### src/rtl/nnis_pkg.sv
// ----------------------------------------------------------------------------
// nnis_pkg
// Shared types and constants of the nearest-neighbor image scaler.
// ----------------------------------------------------------------------------
package nnis_pkg;

    // Field widths fixed by the interface
    localparam int POS_W   = 16;
    localparam int PIX_W   = 8;
    localparam int SRCW_W  = 9;
    localparam int SRCH_W  = 8;
    localparam int ZOOM_W  = 16;
    localparam int DIM_W   = 16;
    localparam int FRAC_W  = 8;
    localparam int CFG_IDX_W = 2;
    localparam int CFG_DATA_W = 16;

    // Clamped source dimension, wide enough for the largest frame size
    localparam int GDIM_W  = 11;

    // Default frame limits
    localparam int DEF_MAX_WIDTH  = 256;
    localparam int DEF_MAX_HEIGHT = 128;

    // Register reset values
    localparam logic [SRCW_W-1:0] RST_SOURCE_WIDTH  = SRCW_W'(188);
    localparam logic [SRCH_W-1:0] RST_SOURCE_HEIGHT = SRCH_W'(120);
    localparam logic [ZOOM_W-1:0] RST_ZOOM          = ZOOM_W'(256);

    localparam logic [DIM_W-1:0]  DIM_SAT = '1;

    typedef enum logic {
        CMD_WRITE = 1'b0,
        CMD_READ  = 1'b1
    } t_cmd;

    typedef enum logic [CFG_IDX_W-1:0] {
        CFG_SOURCE_WIDTH  = 2'd0,
        CFG_SOURCE_HEIGHT = 2'd1,
        CFG_ZOOM          = 2'd2
    } t_cfg_idx;

    // Geometry derived from the registers
    typedef struct packed {
        logic [GDIM_W-1:0] w;
        logic [GDIM_W-1:0] h;
        logic [ZOOM_W-1:0] zoom;
        logic [DIM_W-1:0]  scaled_w;
        logic [DIM_W-1:0]  scaled_h;
    } t_geom;

    // Per-item control carried down the pipeline
    typedef struct packed {
        t_cmd             cmd;
        logic [PIX_W-1:0] pix;
        logic             wr_ok;
        logic             rd_ok;
    } t_side;

endpackage

### src/rtl/nnis_div.sv
// ----------------------------------------------------------------------------
// nnis_div
// Pipelined restoring divider: one quotient bit per axis in each stage.
// ----------------------------------------------------------------------------
module nnis_div #(
    parameter int QN = 8,
    parameter int RW = 24
) (
    input  logic                         i_clk,
    input  logic                         i_rst_n,
    input  logic                         i_valid,
    output logic                         o_ready,
    input  logic [RW-1:0]                i_rem_x,
    input  logic [RW-1:0]                i_rem_y,
    input  logic [QN-1:0]                i_q_x,
    input  logic [QN-1:0]                i_q_y,
    input  nnis_pkg::t_side              i_side,
    input  logic [nnis_pkg::ZOOM_W-1:0]  i_zoom,
    output logic                         o_valid,
    input  logic                         i_ready,
    output logic [QN-1:0]                o_q_x,
    output logic [QN-1:0]                o_q_y,
    output nnis_pkg::t_side              o_side
);
    import nnis_pkg::*;

    logic              r_v    [QN];
    logic [RW-1:0]     r_rx   [QN];
    logic [RW-1:0]     r_ry   [QN];
    logic [QN-1:0]     r_qx   [QN];
    logic [QN-1:0]     r_qy   [QN];
    t_side             r_side [QN];
    logic              w_ready [QN+1];

    assign w_ready[QN] = i_ready;

    for (genvar k = 0; k < QN; k++) begin : g_stage
        localparam int B = QN - 1 - k;

        logic          w_pv;
        logic [RW-1:0] w_prx;
        logic [RW-1:0] w_pry;
        logic [QN-1:0] w_pqx;
        logic [QN-1:0] w_pqy;
        t_side         w_pside;
        logic [RW-1:0] w_dz;
        logic          w_ge_x;
        logic          w_ge_y;
        logic [RW-1:0] n_rx;
        logic [RW-1:0] n_ry;
        logic [QN-1:0] n_qx;
        logic [QN-1:0] n_qy;

        if (k == 0) begin : g_first
            assign w_pv    = i_valid;
            assign w_prx   = i_rem_x;
            assign w_pry   = i_rem_y;
            assign w_pqx   = i_q_x;
            assign w_pqy   = i_q_y;
            assign w_pside = i_side;
        end else begin : g_next
            assign w_pv    = r_v[k-1];
            assign w_prx   = r_rx[k-1];
            assign w_pry   = r_ry[k-1];
            assign w_pqx   = r_qx[k-1];
            assign w_pqy   = r_qy[k-1];
            assign w_pside = r_side[k-1];
        end

        assign w_ready[k] = !r_v[k] || w_ready[k+1];

        always_comb begin
            w_dz   = RW'(i_zoom) << B;
            w_ge_x = (w_prx >= w_dz);
            w_ge_y = (w_pry >= w_dz);
            n_rx   = w_ge_x ? (w_prx - w_dz) : w_prx;
            n_ry   = w_ge_y ? (w_pry - w_dz) : w_pry;
            // writes keep their source coordinate in the quotient field
            n_qx   = w_pqx;
            n_qy   = w_pqy;
            if (w_pside.cmd == CMD_READ) begin
                n_qx[B] = w_ge_x;
                n_qy[B] = w_ge_y;
            end
        end

        always_ff @(posedge i_clk) begin
            if (!i_rst_n) begin
                r_v[k] <= 1'b0;
            end else if (w_ready[k]) begin
                r_v[k] <= w_pv;
            end
        end

        always_ff @(posedge i_clk) begin
            if (w_ready[k] && w_pv) begin
                r_rx[k]   <= n_rx;
                r_ry[k]   <= n_ry;
                r_qx[k]   <= n_qx;
                r_qy[k]   <= n_qy;
                r_side[k] <= w_pside;
            end
        end
    end

    assign o_ready = w_ready[0];
    assign o_valid = r_v[QN-1];
    assign o_q_x   = r_qx[QN-1];
    assign o_q_y   = r_qy[QN-1];
    assign o_side  = r_side[QN-1];

endmodule

### config.mk
export PLATFORM = sky130hd
export DESIGN_NAME = nnis_div
export DESIGN_NICKNAME = d
export VERILOG_FILES = /design/src/rtl/nnis_pkg.sv /design/src/rtl/nnis_div.sv
export SDC_FILE = /design/constraint.sdc
export NUM_CORES = 1
export LEC_CHECK = 0
export BUFFER_PORTS_ARGS = -buffer_cell sky130_fd_sc_hd__buf_2
export CAP_MARGIN = 0
export CORE_MARGIN = 4
export CORE_UTILIZATION = 57
export CTS_CLUSTER_SIZE = 8
export DETAILED_ROUTE_END_ITERATION = 7
export PLACE_DENSITY = 0.84
export SYNTH_ARGS = -nofsm -noshare
export SYNTH_HDL_FRONTEND = slang
export SYNTH_SLANG_ARGS = --single-unit
### constraint.sdc
create_clock -name i_clk -period 5.5 [get_ports i_clk]
set_input_delay 0.55 -clock i_clk [delete_from_list [all_inputs] [get_ports i_clk]]
set_output_delay 0.55 -clock i_clk [all_outputs]
set_load 0.02 [all_outputs]
==> results.cfg <==
[die]
rows = 87
start_util_pct = 57.8
dieArea_sq_mm = 0.0612
coreArea_sq_mm = 0.0565
die_y_um = 247
die_x_um = 247
boundaryPins = 124

[finish]
most-common-layout-cells = 559 x edfxtp_1, 264 x a21oi_1, 256 x ha_1
antenna_cells = 0
stdcell_count = 3826
final_area_sq_mm = 0.0365
fin_nets = 3417
final_common_cell = edfxtp_1
synthToLayoutAreaGrowth_pct = 11.9
fill_cells = 4016
drive_gt1_share_pct = 12.2

[routing]
vias_per_cell = 6.18
first_iter_violations = 1905
drc_errors = 0
routed_wl_mm = 74.5
drtAntennaViolNets = 0
via_count = 23600
drt_pass1_iterations = 6
wl_per_cell_um = 19.5

[worst_setup_path]
critical_path_class = in -> reg
cp-end-kind = register
start_kind = primary input
cp.required_ns = 5.86
path_cells = buf_2 > inv_1 > buf_4 > ha_1 > a21o_1 > a21o_1 > nor4_1 > o211ai_2 > mux2_2
crit_top_cell = a21o_1
slowest_stage = o211ai_2
worstPathMaxFanout = 27
slowest_delay_ns = 0.73
critical_path_arrival_ns = 4.44

[clock_network]
cts_buffers = 80
cts-root-buf = clkbuf_16
cts_resized = 0
cts_setup_buffers = 0
clk_latency_ns = 0.63
clkSinkCount = 560
cts_max_level = 3
cts_tree = done
clk_pin_slew_ns = 0.05
cts_buffer_depth = 3
hold_buffers = 0

[yosys]
ys_seq_area_share_pct = 51.5
synth.avg_cell_area_sq_um = 11.4
ys_types = 87
synthFlopType = edfxtp_1
syn-instance-count = 2872
syn_nets = 3237
synthTopCellsByArea = edfxtp_1 51%, ha_1 9.8%, a21oi_1 4.1%
ys_ff_latch = 560
synth-edff-count = 559
yosys.area.top_type = edfxtp_1
synthesis.area_sq_mm = 0.0326
yosysWarnings = 0
synth_top_area_share_pct = 51.4
async_reset_ff_share_pct = 0

[sta]
fin_tns_setup_ns = 0
fin_crit_ns = 4.07
tightest_slew_ns = 1.28
hold_viol = 0
relSlewSlack_pct = 14.4
fin_worst_skew_ns = 0.0398
rsz0062_at_grt = false
fin_crit_sh_pct = 74.0
max_freq_mhz = 246
maxSlewViolCount = 0
setup_ws_ns = 1.43
finalSetupViolations = 0

[pwr]
fin_total_pwr_mw = 11.6
powerDensity_mw_per_mm2 = 317
peakVddDrop_mv = 0.225
leakagePower_nw = 13.8

[worst_hold_path]
hp-class = in -> reg

[place]
dp_cells = 3726
routabilityCongestion = 0.943
pre_cts_slack_ns = 1.18
dpl_cell_area_sq_mm = 0.0343
dp_hpwl_mm = 52.9
port_buffers = 123

[global_routing]
grt_overflow = 0
grt_pass1_wl_mm = 117
grt_start_max_net_pins = 77
grt_usage_pct = 23.8
grt_pass1_vias = 23400
antenna_found_initial = 0

[flow_run]
maxCapViolCount = 0

[run_status]
status = completed
-- where the power goes --
| group | switching (mW) | total [mW] | internal (mW) |
|---|---|---|---|
| Clock | 1.77 | 4.40 | 2.63 |
| Sequential | 0.101 | 5.08 | 4.98 |
| Combinational | 1.19 | 2.10 | 0.908 |
-- cells by family (layout without fill, tap and decap cells) --
group / count (synthesis) / count (layout) / synth area share, %
compound gates: 783 / 783 / 15.2
mux: 88 / 88 / 3.01
simple gates: 788 / 788 / 11.7
buf+inv: 160 / 358 / 1.94
fa+ha+maj: 270 / 270 / 10.7
flops: 560 / 560 / 51.5
xor+xnor: 223 / 223 / 5.98
-- metal layers --
layer	track usage, %	wire length [um]
met5	0	0
met4	9.59	2720
met3	3.86	5270
met2	40.2	35600
met1	30.8	30800
-- flip-flops by register name, indices dropped and copies added, names as in the netlist --
name,flops
r_rx,168
r_v,8
r_qy,64
r_qx,64
r_ry,168
r_side,88
-- cell type report --
| type | count | area, sq um | share of cell area (%) |
|---|---|---|---|
| Sequential cell | 560 | 16800 | 46.0 |
| Multi-Input combinational cell | 2152 | 15300 | 41.8 |
| Inverter | 98 | 368 | 1.01 |
| Clock buffer | 92 | 2050 | 5.61 |
| Clock inverter | 8 | 178 | 0.487 |
| Tap cell | 756 | 946 | 2.59 |
| Timing Repair Buffer | 160 | 893 | 2.45 |
-- through the flow --
stage / utilization, % / hold slack, ns
6_report: 64.6 / 0.104
5_1_grt: 64.6 / 0.0849
4_1_cts: 64.6 / 0.0735
3_5_place_dp: 60.7 / 0.405
3_3_place_gp: 60.7 / 0.400
2_1_floorplan: - / 0.400
-- path summary, 6_finish.rpt --
path | from | to | slack, ns | cells after the start
max | i_zoom[14] | r_qx[0][21] | 1.43 | 9
min reg2reg | r_qy[0][22] | r_qy[0][30] | 0.41 | 0
min | i_q_x[6] | r_qx[0][6] | 0.10 | 1
max reg2reg | r_rx[1][19] | r_qx[0][21] | 2.08 | 6
-- worst max-delay path, delay by kind of cell --
family	cells	cell delay, ns
and+or+nand+nor	1	0.62
muxes	1	0.56
adders and majority gates	1	0.33
AOI/OAI and AO/OA	3	1.18
buffers and inverters	3	1.16
-- synth_stat cells, drive strengths merged, types with 14 or more instances --
cell type	instances
a211oi	26
a21o	83
a21oi	267
a31oi	32
and2	20
and3	20
buf	21
clkbuf	41
edfxtp	559
fa	14
ha	256
inv	98
mux2	80
nand2	207
nand2b	32
nand3	51
nand4	39
nor2	242
nor2b	36
nor3	44
nor4	20
o211ai	22
o21a	39
o21ai	170
o21bai	19
o31ai	16
or2	14
xnor2	132
xor2	91
No activity file was read; power rests on OpenSTA's default activity.
