$ cat config.mk
export PLATFORM = sky130hd
export DESIGN_NAME = nnis_cfg
export DESIGN_NICKNAME = d
export VERILOG_FILES = /design/src/rtl/nnis_pkg.sv /design/src/rtl/nnis_cfg.sv
export SDC_FILE = /design/constraint.sdc
export NUM_CORES = 1
export LEC_CHECK = 0
export BUFFER_PORTS_ARGS = -buffer_cell sky130_fd_sc_hd__buf_2
export CORE_MARGIN = 2
export CORE_UTILIZATION = 40
export CTS_CLUSTER_SIZE = 8
export DETAILED_ROUTE_END_ITERATION = 8
export PLACE_DENSITY_LB_ADDON = 0.1
export SYNTH_ARGS = -nofsm -noshare
export SYNTH_HDL_FRONTEND = slang
export SYNTH_SLANG_ARGS = --single-unit
$ cat constraint.sdc
create_clock -name i_clk -period 10.9 [get_ports i_clk]
set_input_delay 0.545 -clock i_clk [delete_from_list [all_inputs] [get_ports i_clk]]
set_output_delay 0.545 -clock i_clk [all_outputs]
set_load 0.005 [all_outputs]
$ cat src/rtl/nnis_pkg.sv
// ----------------------------------------------------------------------------
// nnis_pkg
// Shared types and constants of the nearest-neighbor image scaler.
// ----------------------------------------------------------------------------
package nnis_pkg;

    // Field widths fixed by the interface
    localparam int POS_W   = 16;
    localparam int PIX_W   = 8;
    localparam int SRCW_W  = 9;
    localparam int SRCH_W  = 8;
    localparam int ZOOM_W  = 16;
    localparam int DIM_W   = 16;
    localparam int FRAC_W  = 8;
    localparam int CFG_IDX_W = 2;
    localparam int CFG_DATA_W = 16;

    // Clamped source dimension, wide enough for the largest frame size
    localparam int GDIM_W  = 11;

    // Default frame limits
    localparam int DEF_MAX_WIDTH  = 256;
    localparam int DEF_MAX_HEIGHT = 128;

    // Register reset values
    localparam logic [SRCW_W-1:0] RST_SOURCE_WIDTH  = SRCW_W'(188);
    localparam logic [SRCH_W-1:0] RST_SOURCE_HEIGHT = SRCH_W'(120);
    localparam logic [ZOOM_W-1:0] RST_ZOOM          = ZOOM_W'(256);

    localparam logic [DIM_W-1:0]  DIM_SAT = '1;

    typedef enum logic {
        CMD_WRITE = 1'b0,
        CMD_READ  = 1'b1
    } t_cmd;

    typedef enum logic [CFG_IDX_W-1:0] {
        CFG_SOURCE_WIDTH  = 2'd0,
        CFG_SOURCE_HEIGHT = 2'd1,
        CFG_ZOOM          = 2'd2
    } t_cfg_idx;

    // Geometry derived from the registers
    typedef struct packed {
        logic [GDIM_W-1:0] w;
        logic [GDIM_W-1:0] h;
        logic [ZOOM_W-1:0] zoom;
        logic [DIM_W-1:0]  scaled_w;
        logic [DIM_W-1:0]  scaled_h;
    } t_geom;

    // Per-item control carried down the pipeline
    typedef struct packed {
        t_cmd             cmd;
        logic [PIX_W-1:0] pix;
        logic             wr_ok;
        logic             rd_ok;
    } t_side;

endpackage

$ cat src/rtl/nnis_cfg.sv
// ----------------------------------------------------------------------------
// nnis_cfg
// Configuration registers and the frame geometry derived from them.
// ----------------------------------------------------------------------------
module nnis_cfg #(
    parameter int MAX_WIDTH  = nnis_pkg::DEF_MAX_WIDTH,
    parameter int MAX_HEIGHT = nnis_pkg::DEF_MAX_HEIGHT
) (
    input  logic                                i_clk,
    input  logic                                i_rst_n,
    input  logic                                i_cfg_wr_en,
    input  logic [nnis_pkg::CFG_IDX_W-1:0]      i_cfg_index,
    input  logic [nnis_pkg::CFG_DATA_W-1:0]     i_cfg_data,
    output nnis_pkg::t_geom                     o_geom
);
    import nnis_pkg::*;

    localparam int PW = GDIM_W + ZOOM_W;

    logic [SRCW_W-1:0] r_source_width;
    logic [SRCH_W-1:0] r_source_height;
    logic [ZOOM_W-1:0] r_zoom;
    t_geom             r_geom;
    t_geom             n_geom;

    logic [GDIM_W-1:0] w_w;
    logic [GDIM_W-1:0] w_h;
    logic [ZOOM_W-1:0] w_z;
    logic [PW-1:0]     w_prod_w;
    logic [PW-1:0]     w_prod_h;
    logic [PW-1:0]     w_sum_w;
    logic [PW-1:0]     w_sum_h;

    always_ff @(posedge i_clk) begin
        if (!i_rst_n) begin
            r_source_width  <= RST_SOURCE_WIDTH;
            r_source_height <= RST_SOURCE_HEIGHT;
            r_zoom          <= RST_ZOOM;
        end else if (i_cfg_wr_en) begin
            case (t_cfg_idx'(i_cfg_index))
                CFG_SOURCE_WIDTH:  r_source_width  <= i_cfg_data[SRCW_W-1:0];
                CFG_SOURCE_HEIGHT: r_source_height <= i_cfg_data[SRCH_W-1:0];
                CFG_ZOOM:          r_zoom          <= i_cfg_data[ZOOM_W-1:0];
                default: ;
            endcase
        end
    end

    always_comb begin
        // zero means one, anything above the frame limit saturates
        if (r_source_width == '0) begin
            w_w = GDIM_W'(1);
        end else if (32'(r_source_width) > 32'(MAX_WIDTH)) begin
            w_w = GDIM_W'(MAX_WIDTH);
        end else begin
            w_w = GDIM_W'(r_source_width);
        end
        if (r_source_height == '0) begin
            w_h = GDIM_W'(1);
        end else if (32'(r_source_height) > 32'(MAX_HEIGHT)) begin
            w_h = GDIM_W'(MAX_HEIGHT);
        end else begin
            w_h = GDIM_W'(r_source_height);
        end
        w_z = (r_zoom == '0) ? ZOOM_W'(1) : r_zoom;

        w_prod_w = PW'(w_w - GDIM_W'(1)) * PW'(w_z);
        w_prod_h = PW'(w_h - GDIM_W'(1)) * PW'(w_z);
        w_sum_w  = (w_prod_w >> FRAC_W) + PW'(1);
        w_sum_h  = (w_prod_h >> FRAC_W) + PW'(1);

        n_geom.w        = w_w;
        n_geom.h        = w_h;
        n_geom.zoom     = w_z;
        n_geom.scaled_w = (w_sum_w > PW'(DIM_SAT)) ? DIM_SAT : w_sum_w[DIM_W-1:0];
        n_geom.scaled_h = (w_sum_h > PW'(DIM_SAT)) ? DIM_SAT : w_sum_h[DIM_W-1:0];
    end

    always_ff @(posedge i_clk) begin
        r_geom <= n_geom;
    end

    assign o_geom = r_geom;

endmodule

==> results by group <==
Floorplanning
  – Die area: 36,400 um^2
  – Chip width: 191 um
  – Top-Level Pins: 91
  – Die Y: 191 um
  – Initial core utilization: 40.5%
  – Rows: 68
  – Core Area: 34,500 um^2

Logic synthesis
  – Post-synthesis cell type count: 71
  – Post-Syn Area: 13,900 um^2
  – Avg Synthesized Cell Area: 8.66 um^2
  – Warnings from Yosys: 0
  – Cell count after synthesis: 1,610
  – Main synth FF type: dfxtp_1
  – Number of flops mapped to enable cells by yosys: 0
  – Yosys reg bits: 98
  – Sequential-to-total area share from yosys stat: 14.1%
  – Async set or reset register ratio after synthesis: 0%

Setup path
  – Worst-path fanout max: 16
  – CP startpoint: r_source_width[8]
  – Reg2reg path depth: 25
  – WP data arrival: 9600 ps
  – CP startpoint kind: register
  – R2r setup slk: 1510 ps
  – RR Startpoint: r_source_width[8]
  – Worst path required time: 11,110 ps
  – Setup crit end: o_geom[23]
  – Reg-to-reg endpoint: o_geom[23]
  – Critical path class: reg -> reg
  – CP Capture Type: register

Routing
  – Vias: 10,661
  – DRT iter0 DRCs: 406
  – First-pass iteration count of the detailed router: 5
  – Vias per cell: 4.96
  – WL per Instance: 15.6 um
  – Total wire length: 33.4 mm
  – Residual DRC: 0
  – ANT nets after route: 0

Timing
  – Slew Viols, Final: 0
  – Worst-margin pin slew: 967 ps
  – Unrepaired setup endpoints after global routing: no
  – Relative slew slack: 35.4%
  – Final Hold Fails: 0
  – Maximum clock rate: 107 MHz
  – Tcrit/Tclk final: 86.1%
  – Crit path time final: 9390 ps
  – Setup TNS: 0 ps
  – Final Setup Violations: 0
  – Layout Skew: 20.7 ps
  – WHS: 406 ps

CTS
  – Reg clk slew, reported paths: 80 ps
  – CTS H-Tree Depth: 3
  – CTS tree: done
  – Postcts setup bufs: 0
  – CTS Hold Bufs: 0
  – CTS sink count: 98
  – Clk Latency, worst-skew pair: 390 ps
  – Post_cts resized: 0
  – Clock buffer count from CTS: 9
  – CTS root buffer: clkbuf_16
  – CTS max path bufs: 2

Layout
  – Layout Nets: 2,058
  – Most common cell after layout, fill and taps aside: inv_1
  – Final instance area: 15,300 um^2
  – Share of cells above drive strength 1: 9.03%
  – Synth-to-layout area growth: 9.44%
  – Non-Filler Instances: 2,150
  – Most frequent cells in the layout: 281 x inv_1, 234 x nand2_1, 208 x fa_1
  – Post-route core utilization: 44.3%

Global route
  – Initial antenna violation count: 2
  – Global-route wire length before repair: 56.6 mm
  – Gr ovfl total: 0
  – Largest net degree at the start of global routing: 34
  – Number of global-route vias before repair: 11,034
  – Total GRT Usage: 19.8%

Power
  – P_leak: 7.75 nW
  – Switch Pwr: 1.21 mW
  – Internal Power: 1.30 mW
  – Clock share of power: 14.5%
  – Power density over the cells: 165 nW/um^2
  – Peak VDD IR: 0.112 mV
  – Sw Share: 48.3%
  – Comb pwr share: 68.1%
  – Reg power frac: 17.4%

Hold path
  – Worst Hold Path Cells: 3
  – Hold Path Class: in -> reg

Placement
  – Placed Area: 14,900 um^2
  – Placed Cells: 2,133
  – Dpl hpwl: 26.2 mm
  – # port buffers: 85
  – GPL Wtd Cong: 0.856

Job
  – Max-cap violations: 0

Run status
  – Status: complete, no violations
[layout make-up]
type / count / area [um^2]
Tap cell: 455 / 569
Fill cell: 3517 / 19200
Clock buffer: 10 / 239
Inverter: 281 / 1050
Clock inverter: 6 / 77.6
Sequential cell: 98 / 1960
Timing Repair Buffer: 110 / 613
Antenna cell: 1 / 2.50
Multi-Input combinational cell: 1189 / 10700
[stage by stage]
stage | power, mW | setup slack, ps
2_1_floorplan | 1.76 | 2800
3_3_place_gp | 2.15 | 1860
3_5_place_dp | 2.15 | 1550
4_1_cts | 2.54 | 1520
5_1_grt | 2.80 | 762
6_report | 2.51 | 1510
[power groups by stage]
stage                     combinational, mW  sequential (mW)  clock, mW
after global placement                 1.71            0.445          0
after global routing                   1.97            0.443      0.388
after floorplan                        1.31            0.450          0
after CTS                              1.72            0.439      0.379
final                                  1.71            0.437      0.364
after detailed placement               1.71            0.446          0
[synthesized netlist by cell type, drive strengths merged, types with 9 or more instances]
| library cell | instances | area, um^2 |
|---|---|---|
| buf | 9 | 76.3 |
| a211oi | 9 | 67.6 |
| a21boi | 19 | 143 |
| nor3 | 14 | 70.1 |
| fa | 208 | 4160 |
| dfxtp | 98 | 1960 |
| xor2 | 23 | 201 |
| and2 | 94 | 588 |
| nor2b | 36 | 225 |
| o21ai | 27 | 139 |
| nand2b | 23 | 144 |
| nor2 | 41 | 154 |
| inv | 281 | 1050 |
| mux2i | 10 | 104 |
| ha | 140 | 1750 |
| a21o | 16 | 120 |
| clkbuf | 85 | 319 |
| or3 | 11 | 68.8 |
| a21oi | 35 | 179 |
| xnor2 | 41 | 359 |
| or2 | 9 | 56.3 |
| nand3 | 26 | 130 |
| nand4 | 9 | 56.3 |
| nand2 | 234 | 878 |
[sequential cells by signal, indices dropped and copies added (netlist names)]
name and cells:
o_geom 65, r_zoom 16, r_source_width 9, r_source_height 8
[worst max-delay path, cell delays in order (launching register included)]
cell and delay (ps):
dfxtp_1 560, o21bai_1 210, o21ai_2 200, or3_1 380, or2_2 340, o31ai_1 220
nand2b_1 410, and2_1 340, fa_1 460, fa_1 510, fa_1 520, fa_1 540
inv_1 50, fa_1 520, inv_1 40, ha_1 390, a21o_1 250, a2111oi_0 480
nor2_1 220, a221o_1 320, a211oi_1 770, nor4b_2 210, a211oi_1 270, nand4_1 130
a22oi_2 630, o21ai_0 230
[logic make-up after synthesis]
group | Yosys count | synth area share, %
buffers and inverters | 375 | 10.4
and+or+nand+nor | 541 | 19.6
other | 2 | 0.0539
adders and majority gates | 348 | 42.4
DFF | 98 | 14.1
xor gates and xnor gates | 64 | 4.02
AOI/OAI and AO/OA | 172 | 8.72
muxes | 10 | 0.745
[layer usage]
layer | GRT usage, % | share of wire [%] | up-vias | routed length [um]
met2 | 32.1 | 45 | 179 | 15000
li1 | - | - | 5143 | -
met4 | 4.53 | 1.1 | 0 | 382
met3 | 2.58 | 3.9 | 22 | 1300
met5 | 0 | 0 | - | 0
met1 | 28.1 | 50 | 5317 | 16700
[worst min path at each step]
| stage | from | to | slack (ps) |
|---|---|---|---|
| floorplan | r_source_width[4] | r_source_width[4] | 450 |
| global placement | r_source_width[4] | r_source_width[4] | 480 |
| detailed placement | r_source_width[3] | r_source_width[3] | 480 |
| CTS | i_cfg_data[8] | r_zoom[8] | 390 |
| global route | i_cfg_data[8] | r_zoom[8] | 410 |
| finish | i_cfg_data[8] | r_zoom[8] | 410 |
Note: power is estimated with default switching activity, not from simulation.
